**src/sv/oesm_pkg.sv**
```systemverilog
// shared types and constants of the octree empty-space map
`default_nettype none

package oesm_pkg;

	// default tree height, the volume side is 2^(height+1)
	localparam int TREE_HEIGHT_DEF = 4;

	// internal voxel coordinate width, covers a side of up to 256
	localparam int COORD_W = 8;

	// input command codes
	typedef enum logic [1:0] {
		CMD_CLEAR = 2'd0,
		CMD_VOXEL = 2'd1,
		CMD_QUERY = 2'd2
	} cmd_t;

	// configuration register indexes
	typedef enum logic {
		REG_THRESHOLD   = 1'b0,
		REG_SAMPLE_TYPE = 1'b1
	} reg_idx_t;

	// sample encodings
	typedef enum logic [1:0] {
		SAMPLE_BYTE  = 2'd0,
		SAMPLE_SHORT = 2'd1,
		SAMPLE_FLOAT = 2'd2
	} sample_t;

	// operations handed from the front to the back
	typedef enum logic [1:0] {
		OP_CLEAR = 2'd0,
		OP_SET   = 2'd1,
		OP_QUERY = 2'd2
	} op_t;

	// one classified item in the queue
	typedef struct packed {
		op_t                op;
		logic [COORD_W-1:0] x;
		logic [COORD_W-1:0] y;
		logic [COORD_W-1:0] z;
		logic [2:0]         level;
		logic               hit;
	} item_t;

	// back end sequencer states
	typedef enum logic [1:0] {
		S_CLEAR  = 2'd0,
		S_IDLE   = 2'd1,
		S_WRITE  = 2'd2,
		S_ANSWER = 2'd3
	} state_t;

endpackage

`default_nettype wire

```
**src/sv/oesm_front.sv**
```systemverilog
// front end: accepts items, holds configuration, classifies commands
`default_nettype none

module oesm_front #(
	parameter int TREE_HEIGHT = oesm_pkg::TREE_HEIGHT_DEF
) (
	input  wire logic                clk,
	input  wire logic                arst_n,
	input  wire logic                in_valid,
	output logic                     in_ready,
	input  wire logic [1:0]          command,
	input  wire logic [4:0]          coord_x,
	input  wire logic [4:0]          coord_y,
	input  wire logic [4:0]          coord_z,
	input  wire logic [2:0]          tree_level,
	input  wire logic [31:0]         sample_value,
	input  wire logic                cfg_we,
	input  wire logic                cfg_index,
	input  wire logic [31:0]         cfg_wdata,
	input  wire logic                q_ready,
	output logic                     push,
	output oesm_pkg::item_t          push_item
);

	logic [31:0] threshold_q;
	logic [1:0]  sample_type_q;
	logic        accept;
	logic        exceeds;
	logic        voxel_in;
	logic        query_hit;
	logic        keep;

	// ieee ordering key, both zeros folded together
	function automatic logic [31:0] float_key(input logic [31:0] b);
		logic [31:0] z;
		z = (b[30:0] == 31'd0) ? 32'd0 : b;
		return z[31] ? ~z : (z | 32'h8000_0000);
	endfunction

	function automatic logic is_nan(input logic [31:0] b);
		return b[30:0] > 31'h7f80_0000;
	endfunction

	// configuration registers
	always_ff @(posedge clk or negedge arst_n) begin
		if (!arst_n) begin
			threshold_q   <= 32'd0;
			sample_type_q <= 2'd0;
		end else if (cfg_we) begin
			case (cfg_index)
				oesm_pkg::REG_THRESHOLD:   threshold_q   <= cfg_wdata;
				oesm_pkg::REG_SAMPLE_TYPE: sample_type_q <= cfg_wdata[1:0];
				default: ;
			endcase
		end
	end

	// sample against threshold in the configured encoding
	always_comb begin
		case (sample_type_q)
			oesm_pkg::SAMPLE_BYTE:  exceeds = {24'd0, sample_value[7:0]} > threshold_q;
			oesm_pkg::SAMPLE_SHORT: exceeds = $signed(sample_value[15:0]) >
				$signed(threshold_q[15:0]);
			oesm_pkg::SAMPLE_FLOAT: exceeds = !is_nan(sample_value) && !is_nan(threshold_q) &&
				(float_key(sample_value) > float_key(threshold_q));
			default:                exceeds = 1'b0;
		endcase
	end

	// range checks for voxels and queried nodes
	always_comb begin
		voxel_in  = ((32'(coord_x) >> (TREE_HEIGHT + 1)) == 32'd0) &&
			((32'(coord_y) >> (TREE_HEIGHT + 1)) == 32'd0) &&
			((32'(coord_z) >> (TREE_HEIGHT + 1)) == 32'd0);
		query_hit = (32'(tree_level) <= 32'(TREE_HEIGHT)) &&
			((coord_x >> tree_level) == 5'd0) &&
			((coord_y >> tree_level) == 5'd0) &&
			((coord_z >> tree_level) == 5'd0);
	end

	// classification into queue operations
	always_comb begin
		push_item.x     = oesm_pkg::COORD_W'(coord_x);
		push_item.y     = oesm_pkg::COORD_W'(coord_y);
		push_item.z     = oesm_pkg::COORD_W'(coord_z);
		push_item.level = tree_level;
		push_item.hit   = query_hit;
		case (command)
			oesm_pkg::CMD_CLEAR: begin
				push_item.op = oesm_pkg::OP_CLEAR;
				keep         = 1'b1;
			end
			oesm_pkg::CMD_VOXEL: begin
				push_item.op = oesm_pkg::OP_SET;
				keep         = voxel_in && exceeds;
			end
			oesm_pkg::CMD_QUERY: begin
				push_item.op = oesm_pkg::OP_QUERY;
				keep         = 1'b1;
			end
			default: begin
				push_item.op = oesm_pkg::OP_CLEAR;
				keep         = 1'b0;
			end
		endcase
	end

	assign in_ready = q_ready;
	assign accept   = in_valid && q_ready;
	assign push     = accept && keep;

endmodule

`default_nettype wire

```
**config.mk**
```make
export PLATFORM = sky130hd
export DESIGN_NAME = oesm_front
export DESIGN_NICKNAME = d
export VERILOG_FILES = /design/src/sv/oesm_pkg.sv /design/src/sv/oesm_front.sv
export SDC_FILE = /design/constraint.sdc
export NUM_CORES = 1
export LEC_CHECK = 0
export BUFFER_PORTS_ARGS = -buffer_cell sky130_fd_sc_hd__buf_2
export CORE_MARGIN = 1.5
export CORE_UTILIZATION = 40
export DETAILED_ROUTE_END_ITERATION = 8
export GPL_TIMING_DRIVEN = 0
export PLACE_DENSITY = 0.76
export SETUP_SLACK_MARGIN = 0.15
export SLEW_MARGIN = 20
export SYNTH_ARGS = -nofsm -noshare
export SYNTH_HDL_FRONTEND = slang
export SYNTH_SLANG_ARGS = --single-unit
export TNS_END_PERCENT = 10
```
**constraint.sdc**
```tcl
create_clock -name clk -period 3.89 [get_ports clk]
set_input_delay 0.389 -clock clk [delete_from_list [all_inputs] [get_ports clk]]
set_output_delay 0.389 -clock clk [all_outputs]
set_load 0.005 [all_outputs]
```
==> summary.txt <==
Floorplan
  – Die area: 10300 sq um
  – Core area: 9330 sq um
  – Die Width: 101 um
  – Initial Util: 41.6%
  – IO Count: 122
  – Die extent in y: 101 um
  – Rows: 35

Cells and area
  – Footprint of the multi-input gates: 2850 sq um
  – Core Util, Final: 55.2%
  – Seq. cell area: 853 sq um
  – Fill cell count: 820
  – Area grow syn2layout: 32.6%
  – Final Net Count: 749
  – Ant. Diodes: 0
  – Post-route cell area: 5150 sq um
  – Fraction of layout cells with a size suffix above 1: 41.6%

Worst setup path
  – Crit-path max cell delay: 0.45 ns
  – Critical path endpoint category: output pin
  – CP arrival: 3.37 ns
  – Kind of critical path: reg -> out
  – Worst path buffer plus inverter count: 3
  – Crit path cell chain: nor4_4 -> nand4_1 -> or2_1 -> buf_6 -> buf_8 -> nand2_2 -> ha_4 -> a21oi_2 -> nand2_1 -> a21o_1 -> o311a_1 -> o211ai_1 -> a31oi_1 -> buf_2
  – CP max stage cell: dfrtp_2
  – WP data required: 3.50 ns
  – FF-to-FF path depth: 2
  – Crit Path Max Fanout: 10
  – Delay-heaviest family, CP: compound AO/OA/AOI/OAI gates
  – Worst setup SP type: flip-flop
  – Worst R2R End: threshold_q[31]
  – R2R Setup Slk: 2.87 ns
  – Origin of the critical flop-to-flop path: threshold_q[31]

Job
  – Max_cap viols: 0

Power and ir drop
  – Share of power burned in combinational logic: 53.2%
  – NetSw: 0.653 mW
  – Total Power: 1.60 mW
  – Peak supply drop: 210 uV
  – Sw Ratio: 40.9%
  – Pint: 0.945 mW
  – Seq pwr share: 29.5%
  – Static leakage: 2.49 nW
  – PwrDens: 310 nW/um^2
  – Clock share of power: 17.3%

Timing
  – Min Clock Period, post-route: 3.76 ns
  – Final worst-path cycle share: 96.6%
  – # setup viols final: 0
  – Hold_ws: 0.180 ns
  – Sum Neg Setup Slack: 0 ns
  – Max-slew headroom: 44.8%
  – RSZ-0062 raised after global routing: yes
  – Count of pins over their slew limit: 0
  – Actual slew at the worst max-slew pin: 0.828 ns
  – Fmax: 266 MHz
  – Final Hold Fails: 0
  – Skew final: 0 ns

Global routing
  – GRT Total Usage: 21.1%
  – Largest net degree at the start of global routing: 35
  – Number of global-route vias before repair: 3767
  – Total gr overflow: 0
  – Initial antenna violation count: 0
  – First-pass GRT wire length: 17100 um

Routing
  – Via density: 5.23
  – Total Wirelength: 11200 um
  – 1st-iter DRT viols: 211
  – Drc violations: 0
  – Pre-Repair DR Iteration Count: 5
  – Wl on met1: 4540 um
  – Metal3 WL: 682 um
  – DR WL met2: 5680 um
  – WL/cell: 15.2 um
  – Highest layer used for signal routing: met4
  – Antenna Nets Post-Route: 0
  – Routed vias: 3862

Hold path
  – Worst hold path type: in -> async

CTS
  – Root Buffer: clkbuf_8
  – Total CTS buffers: 5
  – Longest Clk Path Bufs: 2
  – Sink Count: 34
  – CTS clk-pin slew, worst paths: 0.08 ns
  – Clock H-tree levels: 2
  – CTS tree: done
  – Clk_lat worst skew: 0.29 ns

Placed design
  – Port bufs: 111
  – Gp weighted congestion: 0.880
  – Placed instance area: 4630 sq um
  – Post-DP HPWL: 8380 um

Synthesis
  – Ys flop type: dfrtp_1
  – EDFF count, synth: 0
  – Synth cell types: 42
  – Syn Area/Cell: 8.38 sq um
  – Synth warn: 0
  – Seq/Total Area, Yosys: 21.9%
  – Synth Instances: 463
  – Synth Register Bits: 34
  – FFs w/ async S/R, synth: 100%
  – Mapped cell area: 3880 sq um

Status
  – Status: complete, no violations
==> logic make-up (layout without fill, tap and decap cells) <==
group,count (synthesis),in the layout,share of synthesized area (%)
adders and majority gates,48,48,15.5
AOI/OAI and AO/OA,62,62,9.64
xor gates and xnor gates,62,62,14.0
muxes,20,20,5.77
DFF,34,34,21.9
buffers and inverters,71,210,10.9
and+or+nand+nor,165,165,22.2
other,1,9,0.0967
==> per-layer routing <==
layer  GRT usage, %  up-vias
met4           8.23        0
met1           24.3     1790
met5              0        -
met2           39.7      187
met3           2.21       40
li1               -     1845
==> cells in the mapped netlist (6+ instances only) <==
| library cell | number | share of area [%] |
|---|---|---|
| xor2_1 | 32 | 7.2 |
| nor4_1 | 14 | 2.3 |
| mux2_2 | 19 | 5.5 |
| nor2_1 | 39 | 3.8 |
| buf_2 | 10 | 1.3 |
| inv_1 | 21 | 2.0 |
| nand4_1 | 14 | 2.3 |
| nand3_1 | 6 | 0.77 |
| nand2_2 | 20 | 3.2 |
| a21oi_1 | 22 | 2.8 |
| xnor2_1 | 30 | 6.8 |
| dfrtp_1 | 34 | 22 |
| ha_1 | 48 | 15 |
| o21ai_0 | 21 | 2.7 |
| nand2_1 | 45 | 4.4 |
| buf_4 | 32 | 6.2 |
==> per-stage QoR <==
stage / cells / setup slack, ns
floorplan: 471 / 0.899
global placement: 711 / 0.109
detailed placement: 711 / 0.0711
CTS: 736 / 0.152
global route: 739 / -0.0428
finish: 739 / 0.131
==> area by class of cell <==
cell class	count	share of cell area, %
buffer	50	7.51
inverter	21	1.53
multi-input combinational	366	55.4
sequential	34	16.6
timing repair buffer	133	14.2
clock buffer	6	1.60
tap	129	3.14
==> registers in the layout, summed over array words and instances (netlist names) <==
signal	cells
sample_type_q	2
threshold_q	32
==> repair_timing <==
item	CTS	global route
setup endpoints to repair	1	1
gates cloned	0	0
gates resized for setup	8	38
setup buffers	19	3
pin swaps	11	22
hold buffers	0	0
==> layout by cell type (no fill, tap or decap), drive strengths merged <==
master / instances
dfrtp: 34
mux2: 19
nor3: 5
and4b: 2
a21o: 4
nor2: 39
o31a: 1
or3: 1
ha: 48
clkbuf: 11
o21a: 1
a31oi: 1
and2: 2
o311a: 2
conb: 9
xor2: 32
nand2b: 3
nand2: 65
buf: 178
and3: 1
mux2i: 1
nand4: 15
o221a: 1
or2: 2
nor4: 19
inv: 21
a221oi: 1
o21ai: 22
nand3: 6
nor2b: 5
o211ai: 5
a2111oi: 1
a21oi: 22
xnor2: 30
o221ai: 1
==> worst register-to-register path: stages, from the launching register on <==
cell	delay [ns]
dfrtp_1	0.36
clkbuf_1	0.23
mux2_2	0.32
==> power by group through the flow <==
| stage | logic, mW | registers [mW] | clock network [mW] |
|---|---|---|---|
| 3_3_place_gp | 0.691 | 0.465 | 0 |
| 5_1_grt | 0.944 | 0.477 | 0.289 |
| 3_5_place_dp | 0.724 | 0.469 | 0 |
| 2_1_floorplan | 0.530 | 0.451 | 0 |
| 6_report | 0.850 | 0.471 | 0.277 |
| 4_1_cts | 0.759 | 0.462 | 0.278 |
==> how the worst max path moves through the flow <==
stage / start / endpoint / slack, ns / depth (start not counted)
floorplan: threshold_q[8] / push / 0.90 / 12
global placement: sample_value[0] / push / 0.11 / 16
detailed placement: sample_value[0] / push / 0.07 / 16
CTS: threshold_q[11] / push / 0.15 / 14
global route: threshold_q[13] / push / -0.04 / 15
finish: threshold_q[0] / push / 0.13 / 14
No activity file was read; power rests on OpenSTA's default activity.
