<file path="src/sv/oesm_pkg.sv">
// shared types and constants of the octree empty-space map
`default_nettype none

package oesm_pkg;

	// default tree height, the volume side is 2^(height+1)
	localparam int TREE_HEIGHT_DEF = 4;

	// internal voxel coordinate width, covers a side of up to 256
	localparam int COORD_W = 8;

	// input command codes
	typedef enum logic [1:0] {
		CMD_CLEAR = 2'd0,
		CMD_VOXEL = 2'd1,
		CMD_QUERY = 2'd2
	} cmd_t;

	// configuration register indexes
	typedef enum logic {
		REG_THRESHOLD   = 1'b0,
		REG_SAMPLE_TYPE = 1'b1
	} reg_idx_t;

	// sample encodings
	typedef enum logic [1:0] {
		SAMPLE_BYTE  = 2'd0,
		SAMPLE_SHORT = 2'd1,
		SAMPLE_FLOAT = 2'd2
	} sample_t;

	// operations handed from the front to the back
	typedef enum logic [1:0] {
		OP_CLEAR = 2'd0,
		OP_SET   = 2'd1,
		OP_QUERY = 2'd2
	} op_t;

	// one classified item in the queue
	typedef struct packed {
		op_t                op;
		logic [COORD_W-1:0] x;
		logic [COORD_W-1:0] y;
		logic [COORD_W-1:0] z;
		logic [2:0]         level;
		logic               hit;
	} item_t;

	// back end sequencer states
	typedef enum logic [1:0] {
		S_CLEAR  = 2'd0,
		S_IDLE   = 2'd1,
		S_WRITE  = 2'd2,
		S_ANSWER = 2'd3
	} state_t;

endpackage

`default_nettype wire

</file>
<file path="src/sv/oesm_queue.sv">
// two-entry queue between the front and the back
`default_nettype none

module oesm_queue (
	input  wire logic            clk,
	input  wire logic            arst_n,
	input  wire logic            push,
	input  wire oesm_pkg::item_t push_item,
	output logic                 ready,
	output logic                 valid,
	output oesm_pkg::item_t      head,
	input  wire logic            pop
);

	localparam int QDEPTH = 2;
	localparam int PW     = $clog2(QDEPTH);

	oesm_pkg::item_t slot_q [QDEPTH];
	logic [PW-1:0]   wr_ptr_q;
	logic [PW-1:0]   rd_ptr_q;
	logic [PW:0]     count_q;

	assign ready = count_q != (PW+1)'(QDEPTH);
	assign valid = count_q != '0;
	assign head  = slot_q[rd_ptr_q];

	// storage slots
	always_ff @(posedge clk) begin
		if (push) begin
			slot_q[wr_ptr_q] <= push_item;
		end
	end

	// pointers and fill count
	always_ff @(posedge clk or negedge arst_n) begin
		if (!arst_n) begin
			wr_ptr_q <= '0;
			rd_ptr_q <= '0;
			count_q  <= '0;
		end else begin
			if (push) begin
				wr_ptr_q <= wr_ptr_q + PW'(1);
			end
			if (pop) begin
				rd_ptr_q <= rd_ptr_q + PW'(1);
			end
			count_q <= count_q + (PW+1)'(push) - (PW+1)'(pop);
		end
	end

endmodule

`default_nettype wire

</file>
<file path="config.mk">
export PLATFORM = sky130hd
export DESIGN_NAME = oesm_queue
export DESIGN_NICKNAME = d
export VERILOG_FILES = /design/src/sv/oesm_pkg.sv /design/src/sv/oesm_queue.sv
export SDC_FILE = /design/constraint.sdc
export NUM_CORES = 1
export LEC_CHECK = 0
export BUFFER_PORTS_ARGS = -buffer_cell sky130_fd_sc_hd__buf_2
export CORE_MARGIN = 2
export CORE_UTILIZATION = 40
export DETAILED_ROUTE_END_ITERATION = 12
export PLACE_DENSITY = 0.68
export RECOVER_POWER = 50
export SLEW_MARGIN = 20
export SYNTH_ARGS = -nofsm -noshare
export SYNTH_HDL_FRONTEND = slang
export SYNTH_SLANG_ARGS = --single-unit
</file>
<file path="constraint.sdc">
create_clock -name clk -period 6.75 [get_ports clk]
set_input_delay 1.35 -clock clk [delete_from_list [all_inputs] [get_ports clk]]
set_output_delay 1.35 -clock clk [all_outputs]
set_load 0.02 [all_outputs]
</file>
==> flow_summary.yaml, run 1 <==
place:
  postPlaceCellArea_um2: 2770
  hpwlAfterDp_um: 2800
  routabilityCongestion: 0.641
  placed_cells: 246
  port_buffers: 65
min_path:
  min_to: "wr_ptr_q"
  min_delay_path_depth: 1
  hold_path.class: "reg -> reg"
  min-delay-start: "wr_ptr_q"
route:
  drt-initial-drc-count: 37
  via_per_inst: 4.59
  drc: 0
  ant_nets: 0
  routedWlPerCell_um: 15.7
  vias: 1203
  routed_wl_um: 4110
  drt_first_pass_iters: 4
global_routing:
  gr-total-overflow: 0
  grt_pass1_vias: 1241
  grt_max_degree: 32
  grt_pass1_wl_um: 5970
  grtUsageTotal: 0.131
  antenna_found_initial: 0
pwr:
  power_frac_clock: 0.240
  p_switching_uw: 405
  power.leakage_nw: 1.09
  combPwrFrac: 0.293
  seq_power_share: 0.467
  peakVddDrop_mv: 0.163
  power.internal_uw: 861
  p_per_area_nw_per_um2: 432
  swShare: 0.320
finish:
  n_fill_cell: 513
  final_cell_mix: "60 x edfxtp_1, 44 x buf_2, 30 x mux2_2"
  final_layout_size_suffix_gt1_frac: 0.492
  stdcell_area_um2: 2930
  layout_commonest_cell: "edfxtp_1"
  area_growth_pct: 23.5
  final_util: 0.504
  stdcell_count: 262
  antenna_cells: 0
  layout.nets: 218
die:
  start_util: 0.408
  die_y_um: 81.0
  core_um2: 5820
  io_pins: 66
  die-area_um2: 6560
  rows: 28
  die_w_um: 81.0
timing:
  maxSlewViolCount: 0
  finalSetupTns_ns: 0
  setup_viol: 0
  period_minus_slack_ns: 3.09
  tightest_slew_ns: 1.27
  hold_viol: 0
  fin_crit_sh: 0.458
  skew_ns: 0.00777
  max_freq_ghz: 0.324
  relSlewSlack: 0.155
  rsz0062_at_grt: "no"
synth:
  netlist_area_um2: 2370
  ys_warn_count: 0
  synth_top_cell_area_share: 0.759
  syn_nets: 144
  yosysTopAreaCell: "edfxtp_1"
  synthTopCellsByArea: "edfxtp_1 76%, mux2_2 14%, dfrtp_1 4.2%, buf_6 1.4%, ha_1 1.1%"
  synth_area_per_cell_um2: 22.0
  netlist_instances: 108
  ys_ff_latch: 64
  yosysUniqueCellTypes: 12
  ys_seq_area_frac: 0.802
run:
  drv_cap: 0
clock_tree:
  cts_resized: 0
  insertion_delay_ns: 0.33
  clkSlewWorstSetupHoldPaths_ns: 0.07
  cts_made_buffers: 9
  clock_sinks: 64
  cts_setup_buffers: 0
  tritoncts: "built"
  cts.path.max_buffers: 2
  htree_num_levels: 3
  clk_root_buffer_cell: "clkbuf_8"
  ctsHoldBuffers: 0
critical_path:
  endpoint_kind: "output pin"
  critPathArrivalTime_ns: 1.74
  r2r_slack_ns: 4.46
  critical_path_required_ns: 5.40
  worst-r2r-cell-count: 2
  path_max_fanout: 31
  timing.rr.start: "wr_ptr_q"
  start_kind: "flop"
  r2r_end: "slot_q[1][0]"
  crit_type: "reg -> out"
status:
  status: "complete, no violations"
==> flip-flops by register name (all words and copies together) (netlist names) <==
signal    flops
count_q       2
rd_ptr_q      1
slot_q       60
wr_ptr_q      1
==> power groups by stage <==
| stage | Clock [mW] | Sequential, mW | Combinational [mW] |
|---|---|---|---|
| after detailed placement | 0 | 0.601 | 0.380 |
| final | 0.304 | 0.592 | 0.371 |
| after CTS | 0.314 | 0.592 | 0.382 |
| after floorplan | 0 | 0.558 | 0.305 |
| after global placement | 0 | 0.592 | 0.376 |
| after global routing | 0.331 | 0.601 | 0.397 |
==> logic make-up after synthesis <==
kind of cell  count (synthesis)  share of synthesized area
flops                        64                      0.802
mux                          30                      0.142
buf+inv                       5                     0.0174
simple gates                  4                     0.0106
xor+xnor                      3                     0.0174
fa+ha+maj                     2                     0.0105
==> routing by layer <==
layer | GRT usage | share of wire | vias to the layer above
met4 | 0.0814 | 0.020 | 0
met3 | 0.0478 | 0.069 | 8
li1 | - | - | 569
met1 | 0.133 | 0.40 | 580
met2 | 0.227 | 0.51 | 46
met5 | 0 | 0 | -
==> cell usage after synthesis (all sizes together) <==
cell type  number
or2             1
ha              2
dfrtp           4
edfxtp         60
nor2b           1
mux2           30
xor3            1
and2            1
inv             2
nand2b          1
xor2            2
buf             3
==> how the worst max path moves through the flow <==
stage	to	cells after the start	slack, ns	from
floorplan	slot_q[0][0]	1	3.62	push
global placement	head[11]	2	3.60	rd_ptr_q
detailed placement	head[11]	2	3.99	rd_ptr_q
CTS	head[11]	2	3.63	rd_ptr_q
global route	slot_q[1][2]	3	3.50	push
finish	head[11]	2	3.66	rd_ptr_q
==> area by class of cell <==
class / instances / area (µm²) / area share
Tap cell: 75 / 93.8 / 0.0320
Multi-Input combinational cell: 39 / 437 / 0.149
Clock buffer: 9 / 124 / 0.0423
Timing Repair Buffer: 66 / 303 / 0.103
Inverter: 2 / 7.51 / 0.00256
Sequential cell: 64 / 1900 / 0.649
Clock inverter: 7 / 62.6 / 0.0213
==> worst max-delay path: stages, from the launching register on <==
cell     delay [ns]
dfrtp_2        0.83
mux2_2         0.42
buf_2          0.16
==> through the flow <==
| step | setup WS [ns] | hold slack, ns | total power, mW |
|---|---|---|---|
| 2_1_floorplan | 3.62 | 0.455 | 0.863 |
| 3_3_place_gp | 3.60 | 0.522 | 0.967 |
| 3_5_place_dp | 3.99 | 0.536 | 0.981 |
| 4_1_cts | 3.63 | 0.549 | 1.29 |
| 5_1_grt | 3.50 | 0.565 | 1.33 |
| 6_report | 3.66 | 0.556 | 1.27 |
(Power assumes the default switching activity.)
==> run 2, diff against run 1 <==
clock period = 3.15 ns   (was 6.75 ns; I/O delays follow)
==> run 2 against run 1 <==
Effect of this change:
- core utilization shrank 0.065 points
- sequential power grew 110%
- hold slack lost 0.43 ns
- critical path type unchanged
- critical path depth grew 1
- flip-flop and latch count is the same
- die area is the same
- via count grew 1.1%
- largest power group unchanged
- sequential share of layout area is essentially flat
- register-to-register slack lost 2.9 ns
- critical endpoint is now head[1]
- routed wire length shrank 3.9%
- clock power grew 82%
- clock skew shrank 0.0029 ns
==> flow_summary.yaml, run 2 (same netlist as run 1, synthesis figures left out) <==
status:
  status: "complete, no violations"
critical_path:
  crit_type: "reg -> out"
  path_buf_inv: 2
  critical_path_required_ns: 2.52
  critPathArrivalTime_ns: 1.86
  path_max_fanout: 16
  start_kind: "flop"
  cpPeakStageDelay_ns: 0.78
  cp_slowest_cell: "dfrtp_1"
  critPathTopFamily: "flip-flops"
  endpoint_kind: "output pin"
  path_cells: "buf_12 -> mux2_2 -> buf_2"
global_routing:
  grt_max_degree: 31
  grt_pass1_wl_um: 5890
  antenna_found_initial: 0
  grtUsageTotal: 0.131
  gr-total-overflow: 0
  grt_pass1_vias: 1217
die:
  rows: 28
  die_w_um: 81.0
  die_y_um: 81.0
  die-area_um2: 6560
  core_um2: 5820
  io_pins: 66
  start_util: 0.408
clock_tree:
  clock_sinks: 64
  ctsHoldBuffers: 0
  cts_setup_buffers: 0
  clkSlewWorstSetupHoldPaths_ns: 0.07
  cts.path.max_buffers: 2
  cts_made_buffers: 9
  htree_num_levels: 3
  cts_resized: 0
  clk_root_buffer_cell: "clkbuf_8"
  insertion_delay_ns: 0.33
  tritoncts: "built"
finish:
  antenna_cells: 0
  area_growth_pct: 23.4
  final_util: 0.503
  layout.nets: 220
  largest_register: "slot_q"
  largest_reg_flops: 60
  layout_commonest_cell: "edfxtp_1"
  final_cell_mix: "60 x edfxtp_1, 48 x buf_2, 30 x mux2_2"
  final_layout_size_suffix_gt1_frac: 0.487
  reg_top3: "slot_q: 60 flops, count_q: 2 flops"
pwr:
  seq_power_share: 0.466
  power.internal_mw: 1.79
  p_per_area_nw_per_um2: 900
  power_frac_clock: 0.210
  combPwrFrac: 0.324
  p_switching_uw: 846
  swShare: 0.321
  power.leakage_nw: 1.09
  peakVddDrop_mv: 0.402
timing:
  maxSlewViolCount: 0
  skew_ns: 0.00484
  tightest_slew_ns: 0.866
  finalSetupTns_ns: 0
  max_freq_ghz: 0.401
  hold_viol: 0
  setup_viol: 0
  fin_crit_sh: 0.791
  period_minus_slack_ns: 2.49
  relSlewSlack: 0.422
  rsz0062_at_grt: "no"
place:
  port_buffers: 65
  routabilityCongestion: 0.629
  hpwlAfterDp_um: 2740
route:
  drt_first_pass_iters: 3
  drt-initial-drc-count: 34
  drc: 0
  routed_wl_um: 3950
  vias: 1216
  ant_nets: 0
  routedWlPerCell_um: 15.0
  via_per_inst: 4.61
run:
  drv_cap: 0
min_path:
  hold_path.class: "in -> async"
-- run 2: cell count changes in the layout (fill, tap and decap cells not counted), sizes merged --
cell,delta
bufinv,-1
clkbuf,-1
buf,+5
clkinv,-2
clkinvlp,+1
-- run 2: final cells by class --
class	instances	area [µm²]
fill	512	2890
sequential	64	1900
multi-input combinational	39	437
timing repair buffer	68	332
clock buffer	11	131
tap	75	93.8
clock inverter	5	23.8
inverter	2	7.51
-- run 2: path summary, 6_finish.rpt --
check | start | endpoint | slack [ns] | cells after the start
max | rd_ptr_q | head[1] | 0.66 | 3
max in group asynchronous | arst_n | count_q[1] | 2.83 | 1
min reg2reg | wr_ptr_q | wr_ptr_q | 0.56 | 1
max reg2reg | wr_ptr_q | slot_q[1][10] | 1.52 | 2
min | arst_n | rd_ptr_q | 0.13 | 1
min in group clk | push_item[8] | slot_q[0][8] | 0.49 | 1
-- run 2: worst register-to-register path, stage by stage, from the launching register on --
cell and delay (ns):
dfrtp_1 0.42, and2_0 0.17, clkbuf_1 0.66
-- run 2: power by group through the flow --
stage | sequential [mW] | combinational [mW] | clock (mW)
floorplan | 1.20 | 0.654 | 0
global placement | 1.23 | 0.864 | 0
detailed placement | 1.25 | 0.876 | 0
CTS | 1.23 | 0.883 | 0.579
global route | 1.25 | 0.917 | 0.617
finish | 1.23 | 0.853 | 0.553
-- run 2: stage by stage --
stage          setup WS [ns]  hold slack, ns  std cells  instance area (µm²)  power [mW]
2_1_floorplan          0.737           0.334        108                 2370        1.85
3_3_place_gp            1.01           0.439        248                 2800        2.10
3_5_place_dp           0.985           0.445        248                 2800        2.12
4_1_cts                0.603          0.0793        264                 2960        2.69
5_1_grt                0.523           0.116        264                 2930        2.78
6_report               0.659           0.129        264                 2930        2.63
-- run 2: per-layer routing --
layer / share of wire / vias up / track usage / wire length, µm
met5: 0 / - / 0 / 0
met4: 0.015 / 0 / 0.0864 / 59
met3: 0.062 / 4 / 0.0511 / 245
met2: 0.52 / 45 / 0.217 / 2050
met1: 0.40 / 591 / 0.137 / 1590
li1: - / 576 / - / -
==> run 3, diff against run 2 <==
PLACE_DENSITY = 0.7   (was 0.68)
clock period = 2.2 ns   (was 3.15 ns; I/O delays follow)
==> run 3 against run 2 <==
Effect of this change:
- clock skew fell by 0.0011 ns
- combinational power grew 52%
- design area grew 1.5%
- setup slack lost 0.34 ns
- count of clock-buffer cells in the layout shrank 1
- first-iteration DRC count grew 44%
- critical path depth unchanged
- clock power is 64% higher
- flip-flop and latch count is the same
- critical path type unchanged
- critical endpoint is now head[28]
==> flow_summary.yaml, run 3 (same netlist as run 1, synthesis figures left out) <==
clock_tree:
  cts.path.max_buffers: 2
  tritoncts: "built"
  clock_sinks: 64
  clkSlewWorstSetupHoldPaths_ns: 0.06
  cts_made_buffers: 9
  insertion_delay_ns: 0.33
  clk_root_buffer_cell: "clkbuf_8"
  cts_resized: 0
  htree_num_levels: 3
  cts_setup_buffers: 0
global_routing:
  grt_pass1_wl_um: 5670
  grtUsageTotal: 0.126
  grt_pass1_vias: 1204
  antenna_found_initial: 0
  grt_max_degree: 32
  gr-total-overflow: 0
place:
  postPlaceCellArea_um2: 2820
  routabilityCongestion: 0.650
  port_buffers: 65
  hpwlAfterDp_um: 2550
route:
  routedWlPerCell_um: 14.4
  routed_wl_um: 3830
  ant_nets: 0
  drt-initial-drc-count: 49
  vias: 1220
  via_per_inst: 4.60
  drt_first_pass_iters: 5
  drc: 0
finish:
  layout.nets: 222
  layout_commonest_cell: "edfxtp_1"
  final_cell_mix: "60 x edfxtp_1, 46 x buf_2, 30 x mux2_2"
  reg_top3: "slot_q: 60 flops, count_q: 2 flops"
  largest_reg_flops: 60
  antenna_cells: 0
  n_fill_cell: 530
  final_layout_size_suffix_gt1_frac: 0.489
  area_growth_pct: 25.3
  stdcell_area_um2: 2970
  largest_register: "slot_q"
timing:
  skew_ns: 0.00374
  finalSetupTns_ns: 0
  maxSlewViolCount: 0
  max_freq_ghz: 0.531
  fin_crit_sh: 0.855
  tightest_slew_ns: 0.664
  setup_viol: 0
  period_minus_slack_ns: 1.88
  hold_viol: 0
  rsz0062_at_grt: "no"
  holdWs_ns: 0.298
  relSlewSlack: 0.556
run:
  drv_cap: 0
die:
  die_y_um: 81.0
  io_pins: 66
  start_util: 0.408
  rows: 28
  die_w_um: 81.0
  die-area_um2: 6560
  core_um2: 5820
critical_path:
  crit_type: "reg -> out"
  startpoint: "rd_ptr_q"
  start_kind: "flop"
  critPathCapture: "head[28]"
  path_max_fanout: 31
  r2r_end: "slot_q[0][23]"
  endpoint_kind: "output pin"
  critPathArrivalTime_ns: 1.44
  critical_path_required_ns: 1.76
  worst-r2r-cell-count: 2
  timing.rr.start: "wr_ptr_q"
  r2r_slack_ns: 0.67
pwr:
  peakVddDrop_mv: 0.654
  power.leakage_nw: 1.11
  fin_total_pwr_mw: 3.90
  p_per_area_nw_per_um2: 1310
min_path:
  min-delay-start: "push_item[5]"
  hold_path.class: "in -> reg"
status:
  status: "complete, no violations"
[run 3: cell count changes in the layout (fill, tap and decap cells not counted)]
cell	previous run	this run
buf_12	1	2
buf_2	48	46
buf_4	0	1
bufinv_16	0	1
clkinv_1	3	1
clkinv_2	1	3
clkinvlp_4	1	0
dlygate4sd3_1	0	1
nor2b_1	0	1
nor2b_4	1	0
[run 3: worst max-delay path, stage by stage (launching register included)]
cell and delay [ns]:
dfrtp_1 0.37, buf_12 0.21, mux2_2 0.37, buf_2 0.16
[run 3: timing repair]
item / 4_1_cts / 5_1_grt
hold buffers: 1 / 0
setup endpoints to repair: 0 / 0
endpoints found under the hold margin: 4 / 0
[run 3: worst min path at each step]
stage          slack, ns            end  cells after the start
6_report            0.30   slot_q[0][5]                      1
5_1_grt             0.28  slot_q[0][29]                      1
4_1_cts             0.28  slot_q[1][10]                      1
3_5_place_dp        0.25       rd_ptr_q                      1
3_3_place_gp        0.25     count_q[1]                      1
2_1_floorplan       0.14     count_q[0]                      0
[run 3: layout make-up]
cell class / instances / area [µm²] / share of cell area
clock buffer: 10 / 128 / 0.0429
inverter: 2 / 7.51 / 0.00253
multi-input combinational: 39 / 429 / 0.144
tap: 75 / 93.8 / 0.0316
clock inverter: 5 / 48.8 / 0.0164
sequential: 64 / 1900 / 0.640
timing repair buffer: 70 / 363 / 0.122
[run 3: where the power goes]
group | internal (mW) | switching (mW)
Clock | 0.507 | 0.401
Combinational | 0.559 | 0.742
Sequential | 1.62 | 0.0717
[run 3: per-layer routing]
layer  global-route usage  wire length (µm)
met2                0.211              1970
met5                    0                 0
met4               0.0966                97
met3               0.0411               266
met1                0.131              1500
[run 3: per-stage QoR]
step / worst slack (ns) / cells / utilization
after floorplan: 0.533 / 108 / -
after detailed placement: 0.652 / 249 / 0.485
after global placement: 0.655 / 249 / 0.485
final: 0.318 / 265 / 0.511
after global routing: 0.245 / 265 / 0.511
after CTS: 0.278 / 265 / 0.517
